**src/rtl/core/assert_macros.svh**
```systemverilog
// assertion macros shared by the transcoder rtl
// no dependencies; empty bodies when SYNTHESIS is defined
`ifndef ASSERT_MACROS_SVH
`define ASSERT_MACROS_SVH

`ifndef SYNTHESIS

// plain property check, disabled during reset
`define U2U_ASSERT(lbl, clk, rst_n, prop, msg) \
  lbl: assert property (@(posedge clk) disable iff (!rst_n) (prop)) else $error(msg);

// implication check, consequent in the cycle after the antecedent
`define U2U_ASSERT_NEXT(lbl, clk, rst_n, ante, cons, msg) \
  lbl: assert property (@(posedge clk) disable iff (!rst_n) (ante) |=> (cons)) else $error(msg);

`else

`define U2U_ASSERT(lbl, clk, rst_n, prop, msg)
`define U2U_ASSERT_NEXT(lbl, clk, rst_n, ante, cons, msg)

`endif

`endif

```
**src/rtl/core/u2u_pkg.sv**
```systemverilog
// shared types and constants of the utf-8 to utf-16 transcoder
// no dependencies
package u2u_pkg;

  localparam logic [15:0] QMark   = 16'h003F;
  localparam logic [15:0] HiSurr  = 16'hD800;
  localparam logic [15:0] LoSurr  = 16'hDC00;
  localparam logic [20:0] Plane1  = 21'h010000;

  // sequence lengths held in the decode state
  localparam logic [2:0] SeqNone = 3'd0;
  localparam logic [2:0] SeqTwo  = 3'd2;
  localparam logic [2:0] SeqThree = 3'd3;
  localparam logic [2:0] SeqFour = 3'd4;

  // one queued command: qmark_cnt '?' units, then tail_cnt tail units
  typedef struct packed {
    logic [2:0]  qmark_cnt;
    logic [1:0]  tail_cnt;
    logic [15:0] unit0;
    logic [15:0] unit1;
    logic        eos;
  } cmd_t;

endpackage

```
**src/rtl/core/utf8_to_utf16_transcoder_core.sv**
```systemverilog
// utf8_to_utf16_transcoder_core: utf-8 bytes in, utf-16 code units out
// depends on u2u_pkg, u2u_front, u2u_fifo, u2u_back and assert_macros.svh
//
// input side is a queue: drive data_byte_i / end_of_string_i and raise push;
// the byte is taken at a clock edge where push is high and full is low
// result side is a queue too: while empty is low the oldest code unit sits on
// code_unit_o, last_of_run_o, string_done_o; pop takes it
// the first unit of a byte passes the command queue (written at the taking
// edge) and then the output register, which loads once it is empty or popped
// throughput: one byte per cycle in while full is low, one code unit per
// cycle out while pop is high; the single output register sets the output
// rate, so bytes that give several units (surrogate pairs, flushed
// sequences, up to four units) drain through it while the QueueDepth-entry
// command queue absorbs the burst; bytes that complete nothing (held leads,
// inner continuation bytes) put nothing in the queue
// a stalled receiver (pop low) holds the output unit; the queue fills and
// full rises, the decoder state stays put until push is taken again
// reset clears the decode state and the queue and empties the output register
module utf8_to_utf16_transcoder_core #(
  parameter int QueueDepth = 4
) (
  input  logic        clk_i,
  input  logic        rst_ni,
  input  logic        push,
  output logic        full,
  input  logic [7:0]  data_byte_i,
  input  logic        end_of_string_i,
  output logic        empty,
  input  logic        pop,
  output logic [15:0] code_unit_o,
  output logic        last_of_run_o,
  output logic        string_done_o
);

  `include "assert_macros.svh"

  localparam int CntW = $clog2(QueueDepth + 1);

  logic                accept;
  logic                cmd_valid;
  u2u_pkg::cmd_t       cmd;
  u2u_pkg::cmd_t       q_head;
  logic                q_full, q_empty, q_rd;
  logic [CntW-1:0]     q_level;

  // a byte is taken whenever the queue has room, even if the output waits
  assign full   = q_full;
  assign accept = push && !q_full;

  // front: classify byte, update sequence state, build a command
  u2u_front u_front (
    .clk_i           (clk_i),
    .rst_ni          (rst_ni),
    .accept_i        (accept),
    .data_byte_i     (data_byte_i),
    .end_of_string_i (end_of_string_i),
    .cmd_valid_o     (cmd_valid),
    .cmd_o           (cmd)
  );

  // commands waiting for the back end
  u2u_fifo #(
    .Depth (QueueDepth)
  ) u_fifo (
    .clk_i     (clk_i),
    .rst_ni    (rst_ni),
    .wr_i      (cmd_valid),
    .wr_data_i (cmd),
    .rd_i      (q_rd),
    .rd_data_o (q_head),
    .full_o    (q_full),
    .empty_o   (q_empty),
    .level_o   (q_level)
  );

  // back: one code unit per cycle into the output register when free or popped
  u2u_back u_back (
    .clk_i         (clk_i),
    .rst_ni        (rst_ni),
    .q_empty_i     (q_empty),
    .q_head_i      (q_head),
    .q_rd_o        (q_rd),
    .pop_i         (pop),
    .empty_o       (empty),
    .code_unit_o   (code_unit_o),
    .last_of_run_o (last_of_run_o),
    .string_done_o (string_done_o)
  );

  // end of string is only flagged on the last unit of a byte
  `U2U_ASSERT(a_done_is_last, clk_i, rst_ni, empty || !string_done_o || last_of_run_o, "string_done without last_of_run")

  // queue occupancy stays within its depth
  `U2U_ASSERT(a_level_bound, clk_i, rst_ni, q_level <= CntW'(QueueDepth), "command queue over depth")

  // with nothing queued or arriving, taking a last unit leaves the output empty
  `U2U_ASSERT_NEXT(a_drain, clk_i, rst_ni, !empty && pop && last_of_run_o && q_empty && !cmd_valid, empty, "unit appeared from an empty queue")

  // a command read only happens on a byte's last unit into the output register
  `U2U_ASSERT_NEXT(a_rd_marks_last, clk_i, rst_ni, q_rd, !empty && last_of_run_o, "queue read without last unit")

endmodule

```
**src/rtl/core/u2u_front.sv**
```systemverilog
// front end: byte classification, decode state and command building
// depends on u2u_pkg
module u2u_front (
  input  logic          clk_i,
  input  logic          rst_ni,
  input  logic          accept_i,
  input  logic [7:0]    data_byte_i,
  input  logic          end_of_string_i,
  output logic          cmd_valid_o,
  output u2u_pkg::cmd_t cmd_o
);

  logic [2:0]  seq_len_q, seq_len_d;
  logic [1:0]  seen_q, seen_d;
  logic [20:0] cp_q, cp_d;

  logic        is_cont;
  logic        fresh;
  logic [1:0]  seen_inc;
  logic [20:0] cp_shift;
  logic [20:0] cp_off;
  logic [2:0]  total;

  assign is_cont  = (data_byte_i[7:6] == 2'b10);
  assign seen_inc = seen_q + 2'd1;
  assign cp_shift = {cp_q[14:0], data_byte_i[5:0]};
  assign cp_off   = cp_shift - u2u_pkg::Plane1;

  always_comb begin
    seq_len_d = seq_len_q;
    seen_d    = seen_q;
    cp_d      = cp_q;
    fresh     = 1'b1;
    cmd_o     = '0;
    cmd_o.eos = end_of_string_i;

    if (seq_len_q != u2u_pkg::SeqNone) begin
      if (is_cont) begin
        fresh = 1'b0;
        if (({1'b0, seen_inc} + 3'd1) >= seq_len_q) begin
          // sequence complete
          if (cp_shift < u2u_pkg::Plane1) begin
            cmd_o.tail_cnt = 2'd1;
            cmd_o.unit0    = cp_shift[15:0];
          end else begin
            cmd_o.tail_cnt = 2'd2;
            cmd_o.unit0    = u2u_pkg::HiSurr + {5'd0, cp_off[20:10]};
            cmd_o.unit1    = u2u_pkg::LoSurr + {6'd0, cp_off[9:0]};
          end
          seq_len_d = u2u_pkg::SeqNone;
          seen_d    = '0;
          cp_d      = '0;
        end else if (end_of_string_i) begin
          cmd_o.qmark_cnt = {1'b0, seen_inc} + 3'd1;
          seq_len_d = u2u_pkg::SeqNone;
          seen_d    = '0;
          cp_d      = '0;
        end else begin
          seen_d = seen_inc;
          cp_d   = cp_shift;
        end
      end else begin
        // broken sequence
        cmd_o.qmark_cnt = {1'b0, seen_q} + 3'd1;
        seq_len_d = u2u_pkg::SeqNone;
        seen_d    = '0;
        cp_d      = '0;
      end
    end

    if (fresh) begin
      if (!data_byte_i[7]) begin
        cmd_o.tail_cnt = 2'd1;
        cmd_o.unit0    = {8'd0, data_byte_i};
      end else if (is_cont || (data_byte_i[7:3] == 5'b11111)) begin
        cmd_o.qmark_cnt = cmd_o.qmark_cnt + 3'd1;
      end else begin
        seen_d = '0;
        if (data_byte_i[7:5] == 3'b110) begin
          seq_len_d = u2u_pkg::SeqTwo;
          cp_d      = {16'd0, data_byte_i[4:0]};
        end else if (data_byte_i[7:4] == 4'b1110) begin
          seq_len_d = u2u_pkg::SeqThree;
          cp_d      = {17'd0, data_byte_i[3:0]};
        end else begin
          seq_len_d = u2u_pkg::SeqFour;
          cp_d      = {18'd0, data_byte_i[2:0]};
        end
        if (end_of_string_i) begin
          // lone lead at end of string
          cmd_o.qmark_cnt = cmd_o.qmark_cnt + 3'd1;
          seq_len_d = u2u_pkg::SeqNone;
          cp_d      = '0;
        end
      end
    end
  end

  assign total       = cmd_o.qmark_cnt + {1'b0, cmd_o.tail_cnt};
  assign cmd_valid_o = accept_i && (total != 3'd0);

  always_ff @(posedge clk_i or negedge rst_ni) begin
    if (!rst_ni) begin
      seq_len_q <= u2u_pkg::SeqNone;
      seen_q    <= '0;
      cp_q      <= '0;
    end else if (accept_i) begin
      seq_len_q <= seq_len_d;
      seen_q    <= seen_d;
      cp_q      <= cp_d;
    end
  end

endmodule

```
**src/rtl/core/u2u_fifo.sv**
```systemverilog
// command queue between front and back end
// depends on u2u_pkg
module u2u_fifo #(
  parameter int Depth = 4
) (
  input  logic                       clk_i,
  input  logic                       rst_ni,
  input  logic                       wr_i,
  input  u2u_pkg::cmd_t              wr_data_i,
  input  logic                       rd_i,
  output u2u_pkg::cmd_t              rd_data_o,
  output logic                       full_o,
  output logic                       empty_o,
  output logic [$clog2(Depth+1)-1:0] level_o
);

  localparam int PtrW = (Depth > 1) ? $clog2(Depth) : 1;
  localparam int CntW = $clog2(Depth + 1);

  u2u_pkg::cmd_t       mem_q [Depth];
  logic [PtrW-1:0]     wr_ptr_q, rd_ptr_q;
  logic [CntW-1:0]     cnt_q;
  logic                do_wr, do_rd;

  assign full_o    = (cnt_q == CntW'(Depth));
  assign empty_o   = (cnt_q == '0);
  assign level_o   = cnt_q;
  assign do_wr     = wr_i && !full_o;
  assign do_rd     = rd_i && !empty_o;
  assign rd_data_o = mem_q[rd_ptr_q];

  always_ff @(posedge clk_i) begin
    if (do_wr) begin
      mem_q[wr_ptr_q] <= wr_data_i;
    end
  end

  always_ff @(posedge clk_i or negedge rst_ni) begin
    if (!rst_ni) begin
      wr_ptr_q <= '0;
      rd_ptr_q <= '0;
      cnt_q    <= '0;
    end else begin
      if (do_wr) begin
        wr_ptr_q <= (wr_ptr_q == PtrW'(Depth - 1)) ? '0 : wr_ptr_q + PtrW'(1);
      end
      if (do_rd) begin
        rd_ptr_q <= (rd_ptr_q == PtrW'(Depth - 1)) ? '0 : rd_ptr_q + PtrW'(1);
      end
      if (do_wr && !do_rd) begin
        cnt_q <= cnt_q + CntW'(1);
      end else if (do_rd && !do_wr) begin
        cnt_q <= cnt_q - CntW'(1);
      end
    end
  end

endmodule

```
**src/rtl/core/u2u_back.sv**
```systemverilog
// back end: expands queued commands into code units, one per cycle
// while its output register is free or popped; depends on u2u_pkg
module u2u_back (
  input  logic          clk_i,
  input  logic          rst_ni,
  input  logic          q_empty_i,
  input  u2u_pkg::cmd_t q_head_i,
  output logic          q_rd_o,
  input  logic          pop_i,
  output logic          empty_o,
  output logic [15:0]   code_unit_o,
  output logic          last_of_run_o,
  output logic          string_done_o
);

  logic        valid_q;
  logic [1:0]  idx_q;
  logic [15:0] unit_q;
  logic        last_q, done_q;

  logic        load;
  logic [2:0]  total;
  logic [2:0]  tail_idx;
  logic        is_last;
  logic [15:0] unit_sel;

  assign load     = !q_empty_i && (!valid_q || pop_i);
  assign total    = q_head_i.qmark_cnt + {1'b0, q_head_i.tail_cnt};
  assign is_last  = (({1'b0, idx_q} + 3'd1) == total);
  assign tail_idx = {1'b0, idx_q} - q_head_i.qmark_cnt;
  assign q_rd_o   = load && is_last;

  always_comb begin
    if ({1'b0, idx_q} < q_head_i.qmark_cnt) begin
      unit_sel = u2u_pkg::QMark;
    end else if (tail_idx == 3'd0) begin
      unit_sel = q_head_i.unit0;
    end else begin
      unit_sel = q_head_i.unit1;
    end
  end

  always_ff @(posedge clk_i or negedge rst_ni) begin
    if (!rst_ni) begin
      valid_q <= 1'b0;
      idx_q   <= '0;
    end else begin
      if (load) begin
        valid_q <= 1'b1;
        idx_q   <= is_last ? 2'd0 : idx_q + 2'd1;
      end else if (pop_i) begin
        valid_q <= 1'b0;
      end
    end
  end

  always_ff @(posedge clk_i) begin
    if (load) begin
      unit_q <= unit_sel;
      last_q <= is_last;
      done_q <= is_last && q_head_i.eos;
    end
  end

  assign empty_o       = !valid_q;
  assign code_unit_o   = unit_q;
  assign last_of_run_o = last_q;
  assign string_done_o = done_q;

endmodule

```
**config.mk**
```make
export PLATFORM = sky130hd
export DESIGN_NAME = utf8_to_utf16_transcoder_core
export DESIGN_NICKNAME = d
export VERILOG_FILES = /design/src/rtl/core/u2u_pkg.sv /design/src/rtl/core/utf8_to_utf16_transcoder_core.sv /design/src/rtl/core/u2u_front.sv /design/src/rtl/core/u2u_fifo.sv /design/src/rtl/core/u2u_back.sv
export VERILOG_INCLUDE_DIRS = /design/src /design/src/rtl/core
export SDC_FILE = /design/constraint.sdc
export NUM_CORES = 1
export LEC_CHECK = 0
export ABC_AREA = 1
export BUFFER_PORTS_ARGS = -buffer_cell sky130_fd_sc_hd__buf_2
export CORE_ASPECT_RATIO = 0.9
export CORE_MARGIN = 5
export CORE_UTILIZATION = 40
export CTS_CLUSTER_DIAMETER = 50
export DETAILED_ROUTE_END_ITERATION = 7
export MAX_ROUTING_LAYER = met4
export SYNTH_ARGS = -nofsm -noshare
export SYNTH_HDL_FRONTEND = slang
export SYNTH_SLANG_ARGS = --single-unit
```
**constraint.sdc**
```tcl
create_clock -name clk_i -period 5.1 [get_ports clk_i]
set_clock_uncertainty 0.2 [all_clocks]
set_input_delay 0.51 -clock clk_i [delete_from_list [all_inputs] [get_ports clk_i]]
set_output_delay 0.51 -clock clk_i [all_outputs]
set_load 0.01 [all_outputs]
```
==> results of run 1 <==
worst paths after layout:
kind | cells past startpoint | end
setup / recovery | 22 | u_fifo.level_o[1]
hold / removal | 2 | u_back.valid_q
setup reg to reg | 22 | u_fifo.level_o[1]
hold reg to reg | 2 | u_fifo.wr_ptr_q[1]
max in group asynchronous | 2 | u_fifo.rd_ptr_q[0]
min in group asynchronous | 2 | u_fifo.wr_ptr_q[1]
layout by cell type, fill, tap and decap left out, types with 3 or more instances in the layout:
cell	n
inv_1	74
o22ai_1	41
ha_1	17
nand2_1	73
xnor2_1	3
buf_12	4
edfxtp_1	150
nor2_1	73
nor2_2	6
inv_2	6
o21ai_0	66
buf_2	32
clkbuf_1	5
nand3_1	39
clkbuf_16	19
clkinv_4	3
fa_1	3
o32ai_1	6
buf_4	7
xor2_1	5
dfrtp_1	29
a21oi_1	37
cell families after synthesis:
family / Yosys count / synth area share, %
buf+inv: 107 / 5.42
fa+ha+maj: 21 / 3.64
compound gates: 161 / 11.7
xor+xnor: 9 / 1.01
simple gates: 202 / 10.9
flops: 180 / 67.0
mux: 2 / 0.287
critical path, cell delays in order (launching register included):
cell,delay (ns)
dfrtp_1,0.43
inv_2,0.16
ha_4,0.24
xor2_2,0.18
ha_1,0.29
nand2_1,0.06
inv_1,0.03
nand2_1,0.06
nand2_1,0.10
o31ai_1,0.20
o211ai_1,0.16
inv_1,0.09
ha_1,0.22
mux2_2,0.32
fa_1,0.46
nor2_1,0.14
nand3_2,0.13
nand2_4,0.13
inv_1,0.05
ha_1,0.17
inv_1,0.11
fa_1,0.42
mux2_2,0.26
layout make-up:
cell class | instances | area (sq um) | area share (%)
clock inverters | 6 | 42.5 | 0.476
clock buffers | 26 | 522 | 5.84
repair buffers | 44 | 303 | 3.39
well taps | 250 | 313 | 3.50
multi-input cells | 395 | 2200 | 24.6
inverters | 80 | 300 | 3.36
flip-flops and latches | 180 | 5260 | 58.8
flip-flops by register name, summed over array words and instances, names as in the netlist:
signal	flops
u_back.valid_q	1
u_back.idx_q	2
u_back.string_done_o	1
u_fifo.mem_q	132
u_fifo.wr_ptr_q	2
u_back.last_of_run_o	1
u_fifo.level_o	3
u_front.seq_len_q	3
u_fifo.rd_ptr_q	2
u_front.seen_q	2
u_front.cp_q	15
u_back.code_unit_o	16
per-stage QoR:
stage,std cells,cell area [sq um],setup TNS [ns],hold WS [ns]
after floorplan,682,7840,-8.44,0.0144
after global placement,948,8330,0,0.311
after detailed placement,948,8330,0,0.324
after CTS,981,8910,0,0.0508
after global routing,981,8930,0,0.0712
final,981,8930,0,0.0710
per-layer routing:
layer | share of wire [%] | wire [microns] | up-vias | GRT usage [%]
li1 | - | - | 2474 | -
met1 | 46 | 7850 | 2547 | 21.7
met2 | 47 | 7930 | 131 | 25.3
met3 | 5.4 | 917 | 29 | 3.55
met4 | 1.7 | 294 | 0 | 5.70
met5 | 0 | 0 | - | -
power breakdown:
part / internal (mW) / switching (mW)
sequential: 1.96 / 0.105
combinational: 0.577 / 1.19
clock: 0.709 / 0.519
what timing repair did:
item                                    4_1_cts  5_1_grt
hold buffers                                  1        0
endpoints found under the setup margin        0        1
buffers inserted                              0        0
hold endpoints to repair                     30        0
gates resized for setup                       0        4
==> results_dict.tcl, run 1 <==
set metrics [dict create \
    grt_overflow 0 \
    dieWidth_microns 158 \
    syn_area_sq_mm 0.00784 \
    antenna_found_initial 0 \
    syn_nets 716 \
    syn_to_final_growth_pct 13.9 \
    yosysTopAreaCellShare_pct 57.4 \
    endpoint_kind "register" \
    synthMostInstantiatedCell "edfxtp_1" \
    ioPinCount 33 \
    hp-start "pop" \
    io_buffers 32 \
    status "completed" \
    worstSetupPathType "reg -> reg" \
    fin_util_pct 46.5 \
    setup_viol 0 \
    slew_headroom_pct 41.1 \
    nFillCells 1748 \
    reg2reg_setup_slack_ns 0.38 \
    start_util_pct 40.8 \
    path_max_fanout 7 \
    cts_buffer_depth 2 \
    rsz0062_at_grt "false" \
    synthTopCellsByArea "edfxtp_1 (57%), dfrtp_1 (9.6%), o21ai_0 (4.2%)" \
    syn_area_per_cell_sq_um 11.5 \
    cp.required_ns 5.21 \
    pre_cts_ws_ns 0.231 \
    fin_crit_ns 4.72 \
    syn_inst 682 \
    drtAntennaViolNets 0 \
    ys_warn_count 0 \
    vias 5181 \
    drive_gt1_share_pct 13.3 \
    cts_tree "done" \
    routed_wl_microns 17000 \
    final_max_slew_viol_count 0 \
    ys_async_sr_fraction_pct 16.7 \
    dr.first_iter.drc_count 391 \
    crit_arrival_ns 4.83 \
    drc_errors 0 \
    fin_crit_sh_pct 92.5 \
    ir_drop_uv 261 \
    yosys.area.top_type "edfxtp_1" \
    finalHoldViolCount 0 \
    root_buffer "clkbuf_16" \
    place.gp.congestion 0.829 \
    max_slew.worst_pin.slew_ns 0.882 \
    r2r_start "u_front.seen_q[0]" \
    holdCritPathClass "in -> reg" \
    wire_per_inst_microns 17.3 \
    cts-buffers-inserted 17 \
    startpoint_type "register" \
    nets 752 \
    leakage_nw 3.45 \
    die_y_microns 143 \
    clock_latency_ns 0.43 \
    hpwl_microns 10700 \
    power_density_mw_per_mm2 566 \
    rows 48 \
    synth_common_cells "edfxtp_1 (150), nor2_1 (77), inv_1 (75)" \
    grt_max_degree 48 \
    grt_pass1_vias 5142 \
    setup_ws_ns 0.381 \
    grt_pass1_wl_microns 27400 \
    cts.clk_slew.worst_paths_ns 0.06 \
    fin_total_pwr_mw 5.06 \
    diodes 0 \
    drt_pre_antenna_iters 5 \
    synth_ff_type "edfxtp_1" \
    htree_levels 4 \
    fmax_ghz 0.212 \
    core_region_area_sq_mm 0.0192 \
    dieArea_sq_mm 0.0225 \
    grt_usage_pct 16.4 \
    ys_seq_area_share_pct 67.0 \
    cts.sinks 180 \
    synth-edff-count 150 \
    vias_per_cell 5.28 \
    synth-seq-cells 180 \
    synth_cell_types 37 \
    setup.worst_path.start "u_front.seen_q[0]" \
    drv_cap 0 \
]
No activity file was read; power rests on OpenSTA's default activity.
==> inputs of run 2 (changes only) <==
--- a/config.mk
+++ b/config.mk
@@ -14,6 +14,7 @@
 export CTS_CLUSTER_DIAMETER = 50
 export DETAILED_ROUTE_END_ITERATION = 7
 export MAX_ROUTING_LAYER = met4
+export PLACE_DENSITY_LB_ADDON = 0.25
 export SYNTH_ARGS = -nofsm -noshare
 export SYNTH_HDL_FRONTEND = slang
 export SYNTH_SLANG_ARGS = --single-unit
==> constraint.sdc (replaced) <==
create_clock -name clk_i -period 4.8 [get_ports clk_i]
set_clock_uncertainty 0.2 [all_clocks]
set_input_delay 0.48 -clock clk_i [delete_from_list [all_inputs] [get_ports clk_i]]
set_output_delay 0.48 -clock clk_i [all_outputs]
set_load 0.01 [all_outputs]
==> results_dict.tcl, run 2 (synthesis gave the netlist of run 1 again) <==
set metrics [dict create \
    status "completed" \
    root_buffer "clkbuf_16" \
    regMostFlops "u_fifo.mem_q" \
    cts.sinks 180 \
    r2r_start "u_front.seen_q[0]" \
    diodes 0 \
    drt-met1-wl_microns 7830 \
    endpoint_kind "register" \
    dpl-instance-area_sq_mm 0.00833 \
    hold_end "u_back.valid_q" \
    fin_crit_ns 4.53 \
    fin_util_pct 46.9 \
    final_max_slew_viol_count 0 \
    seqCellArea_sq_mm 0.00526 \
    syn_to_final_growth_pct 15.0 \
    cts-buffers-inserted 17 \
    nets 753 \
    crit_arrival_ns 4.64 \
    holdCritPathClass "in -> reg" \
    setup_viol 0 \
    htree_levels 4 \
    place.gp.congestion 0.840 \
    antenna_found_initial 0 \
    wire_per_inst_microns 17.4 \
    clock_latency_ns 0.43 \
    max_slew.worst_pin.slew_ns 0.849 \
    final_cell_mix "edfxtp_1 (150), inv_1 (74), nor2_1 (72), nand2_1 (72), o21ai_0 (66)" \
    drt_pre_antenna_iters 5 \
    slew_headroom_pct 43.4 \
    hold_depth 2 \
    vias 5130 \
    rows 48 \
    dr.first_iter.drc_count 415 \
    grt_max_degree 61 \
    finalHoldViolCount 0 \
    fmax_ghz 0.221 \
    startpoint_type "register" \
    io_buffers 32 \
    dieWidth_microns 158 \
    grt_pass1_wl_microns 27700 \
    cts.clk_slew.worst_paths_ns 0.07 \
    worst_r2r_path_depth 22 \
    drive_gt1_share_pct 14.5 \
    die_y_microns 143 \
    dieArea_sq_mm 0.0225 \
    vias_per_cell 5.22 \
    ioPinCount 33 \
    grt_usage_pct 16.6 \
    highest_layer "met4" \
    routed-wl-met2_microns 8190 \
    largest_register_ff_count 132 \
    multi_input_area_sq_mm 0.00221 \
    hpwl_microns 10700 \
    cts_tree "done" \
    fin_crit_sh_pct 94.4 \
    hp-start "pop" \
    routed_wl_microns 17100 \
    reg2reg_setup_slack_ns 0.27 \
    final_cell_area_sq_mm 0.00902 \
    grt_pass1_vias 5015 \
    worstSetupPathType "reg -> reg" \
    wl_met3_microns 953 \
    core_region_area_sq_mm 0.0192 \
    drtAntennaViolNets 0 \
    cp.required_ns 4.91 \
    grt_overflow 0 \
    drc_errors 0 \
    path_max_fanout 5 \
    drv_cap 0 \
    start_util_pct 40.8 \
    cts_buffer_depth 2 \
    nFillCells 1705 \
    ir_drop_uv 301 \
    reg2reg_to "u_fifo.level_o[1]" \
    power_density_mw_per_mm2 616 \
    layout_commonest_cell "edfxtp_1" \
    rsz0062_at_grt "false" \
    leakage_nw 3.48 \
]
## run 2: cell count changes in the layout (fill, tap and decap cells not counted), moves of 2 or more
cell / previous run / this run
clkbuf_8: 2 / 0
clkbuf_16: 19 / 17
bufinv_16: 0 / 4
inv_6: 0 / 3
clkbuf_1: 5 / 1
nand2_2: 1 / 3
## run 2: power by group
group | internal (mW) | switching (mW)
registers | 2.08 | 0.0930
logic | 0.613 | 1.30
clock network | 0.877 | 0.586
## run 2: timing repair
item                                    CTS  global route
gates resized for setup                   3             4
hold buffers                              1             0
buffers inserted                          0             2
hold endpoints to repair                 30             0
endpoints found under the setup margin    1             2
## run 2: critical path, stage by stage (launching register included)
cell      delay, ns
dfrtp_1        0.40
inv_2          0.08
ha_4           0.22
xor2_2         0.18
ha_1           0.30
nand2_1        0.07
inv_1          0.04
nand2_1        0.08
nand2_2        0.08
o31ai_2        0.19
o211ai_1       0.16
inv_1          0.09
ha_1           0.23
mux2_4         0.29
fa_1           0.48
nor2_2         0.13
nand3_2        0.11
nand2_2        0.08
inv_1          0.05
ha_1           0.17
inv_1          0.10
fa_1           0.43
mux2_2         0.27
## run 2: cell type report
class / count / area share [%]
Clock inverter: 14 / 2.21
Inverter: 80 / 3.33
Sequential cell: 180 / 58.3
Tap cell: 250 / 3.47
Timing Repair Buffer: 45 / 3.44
Multi-Input combinational cell: 395 / 24.5
Clock buffer: 18 / 4.76
## run 2: metrics by stage
stage               setup WS (ns)  cells  power, mW  TNS, ns  hold slack (ns)
floorplan                  -0.364    682       3.53   -48.04          -0.0156
global placement            0.157    947       4.07        0            0.312
detailed placement        -0.0256    947       4.13  -0.0256            0.320
CTS                        0.0571    980       5.60        0           0.0215
global route               0.0113    982       5.92        0           0.0367
finish                      0.270    982       5.55        0           0.0445
## run 2: routing by layer
layer	vias up	global-route usage, %
met1	2523	22.5
met3	11	4.36
met4	0	3.26
met2	122	25.6
li1	2474	-
met5	-	-
## run 2: worst max path at each step
stage | startpoint | end | cells after the start
floorplan | u_front.seen_q[0] | u_fifo.mem_q[3][0] | 18
global placement | u_front.seen_q[0] | u_fifo.level_o[1] | 22
CTS | u_front.seen_q[0] | u_fifo.level_o[1] | 22
global route | u_front.seen_q[0] | u_fifo.level_o[1] | 22
detailed placement | u_front.seen_q[0] | u_fifo.level_o[1] | 22
finish | u_front.seen_q[0] | u_fifo.level_o[1] | 22
==> inputs of run 3 (changes only) <==
==> constraint.sdc (replaced) <==
create_clock -name clk_i -period 4.8 [get_ports clk_i]
set_clock_uncertainty 0.2 [all_clocks]
set_input_delay 0.96 -clock clk_i [delete_from_list [all_inputs] [get_ports clk_i]]
set_output_delay 0.96 -clock clk_i [all_outputs]
set_load 0.01 [all_outputs]
==> results_dict.tcl, run 3 (synthesis gave the netlist of run 1 again) <==
set metrics [dict create \
    status "completed" \
    grt_overflow 0 \
    routed_wl_microns 17000 \
    r2r_start "u_front.seen_q[0]" \
    drv_cap 0 \
    drt_pre_antenna_iters 5 \
    cp.required_ns 4.91 \
    dr.first_iter.drc_count 385 \
    finalHoldViolCount 0 \
    dieWidth_microns 158 \
    use_met1_pct 21.8 \
    finalNonFillerCells 986 \
    max_stage_delay_ns 0.47 \
    fin_crit_ns 4.58 \
    largest_register_ff_count 132 \
    grt_usage_pct 16.2 \
    worst_r2r_path_depth 22 \
    nFillCells 1748 \
    crit_slowest_cell "fa_1" \
    fmax_ghz 0.218 \
    grt_pass1_vias 4939 \
    slew_headroom_pct 14.7 \
    path_common_cell "inv_1" \
    ir_drop_uv 277 \
    setup_ws_ns 0.223 \
    grtUsageMet2_pct 25.0 \
    pre_cts_ws_ns 0.0531 \
    vias_per_cell 5.17 \
    cts.sinks 180 \
    drc_errors 0 \
    tns_ns 0 \
    clock_latency_ns 0.42 \
    ioPinCount 33 \
    grt_busiest_layer "met2" \
    final_cell_mix "edfxtp_1 (150), inv_1 (74), nor2_1 (72), nand2_1 (72), o21ai_0 (66)" \
    fin_crit_sh_pct 95.3 \
    power_density_mw_per_mm2 607 \
    holdCritPathClass "reg -> reg" \
    endpoint_kind "register" \
    core_region_area_sq_mm 0.0192 \
    grt_pass1_wl_microns 27100 \
    reg2reg_setup_slack_ns 0.22 \
    regMostFlops "u_fifo.mem_q" \
    cts-buffers-inserted 17 \
    grtUsageMet3_pct 2.97 \
    grt_max_degree 42 \
    drtAntennaViolNets 0 \
    nets 757 \
    start_util_pct 40.8 \
    dieArea_sq_mm 0.0225 \
    cts_buffer_depth 2 \
    htree_levels 4 \
    vias 5098 \
    crit_arrival_ns 4.69 \
    antenna_found_initial 0 \
    multi_input_area_sq_mm 0.00221 \
    die_y_microns 143 \
    leakage_nw 3.46 \
    whs_ns 0.331 \
    crit_chain "inv_2, ha_4, xor2_2, ha_1, nand2_1, inv_1, nand2_1, nand2_2, inv_1, nand3_1, a2bb2oi_1, ha_1, mux2_4, fa_1, nor2_2, nand3_2, nand2_2, inv_1, ha_1, inv_1, fa_1, mux2_2" \
    seqCellArea_sq_mm 0.00526 \
    place.gp.congestion 0.859 \
    final_max_slew_viol_count 0 \
    drive_gt1_share_pct 14.5 \
    syn_to_final_growth_pct 14.5 \
    diodes 0 \
    fin_total_pwr_mw 5.45 \
    reg2reg_to "u_fifo.level_o[1]" \
    layout_commonest_cell "edfxtp_1" \
    startpoint_type "register" \
    io_buffers 32 \
    worstSetupPathType "reg -> reg" \
    hp-start "u_fifo.wr_ptr_q[1]" \
    hold_end "u_fifo.wr_ptr_q[1]" \
    rows 48 \
    placedCellCount 952 \
    hold_depth 2 \
    cts_tree "done" \
    hpwl_microns 10700 \
    setup_viol 0 \
    wire_per_inst_microns 17.2 \
    max_slew.worst_pin.slew_ns 1.28 \
    root_buffer "clkbuf_16" \
    path_max_fanout 5 \
    cts.clk_slew.worst_paths_ns 0.07 \
]
run 3: worst max-delay path, delay by kind of cell, from the launching register on:
family,cells,cell delay [ns]
fa+ha+maj,6,1.89
simple gates,7,0.63
mux,2,0.56
flops,1,0.43
buf+inv,5,0.36
compound gates,1,0.21
xor+xnor,1,0.18
run 3: worst max-delay path by stage:
stage	startpoint	end	slack, ns
finish	u_front.seen_q[0]	u_fifo.level_o[1]	0.22
global route	u_front.seen_q[0]	u_fifo.level_o[1]	-0.01
CTS	u_front.seen_q[0]	u_fifo.level_o[1]	0.04
detailed placement	u_front.seen_q[0]	u_fifo.level_o[1]	0.05
global placement	u_front.seen_q[0]	u_fifo.level_o[1]	0.18
floorplan	u_front.seen_q[0]	u_fifo.mem_q[3][0]	-0.36
run 3: final cells by class:
cell class / count / share of cell area, %
Sequential cell: 180 / 58.5
Multi-Input combinational cell: 395 / 24.6
Clock buffer: 20 / 4.86
Timing Repair Buffer: 49 / 3.76
Tap cell: 250 / 3.48
Inverter: 80 / 3.34
Clock inverter: 12 / 1.45
run 3: power breakdown:
part           switching, mW  internal, mW  total [mW]  leakage, nW
Sequential            0.0831          2.08        2.17         1.81
Clock                  0.576         0.768        1.34        0.265
Combinational           1.30         0.636        1.94         1.39
run 3: what timing repair did:
action                                  in CTS  in global routing
resized for setup                            0                  7
buffers inserted                             0                  2
endpoints found under the setup margin       0                  2
hold buffers                                 0                  0
run 3: through the flow:
step / util (%) / cell area (sq um)
6_report: 46.7 / 8980
5_1_grt: 46.7 / 8980
4_1_cts: 46.5 / 8930
3_5_place_dp: 43.5 / 8360
3_3_place_gp: 43.5 / 8360
2_1_floorplan: - / 7840
run 3: per-layer routing:
metal | vias up | share of wire (%)
met5 | - | 0
met4 | 0 | 2.0
met3 | 26 | 4.0
met2 | 108 | 46
met1 | 2487 | 48
li1 | 2477 | -
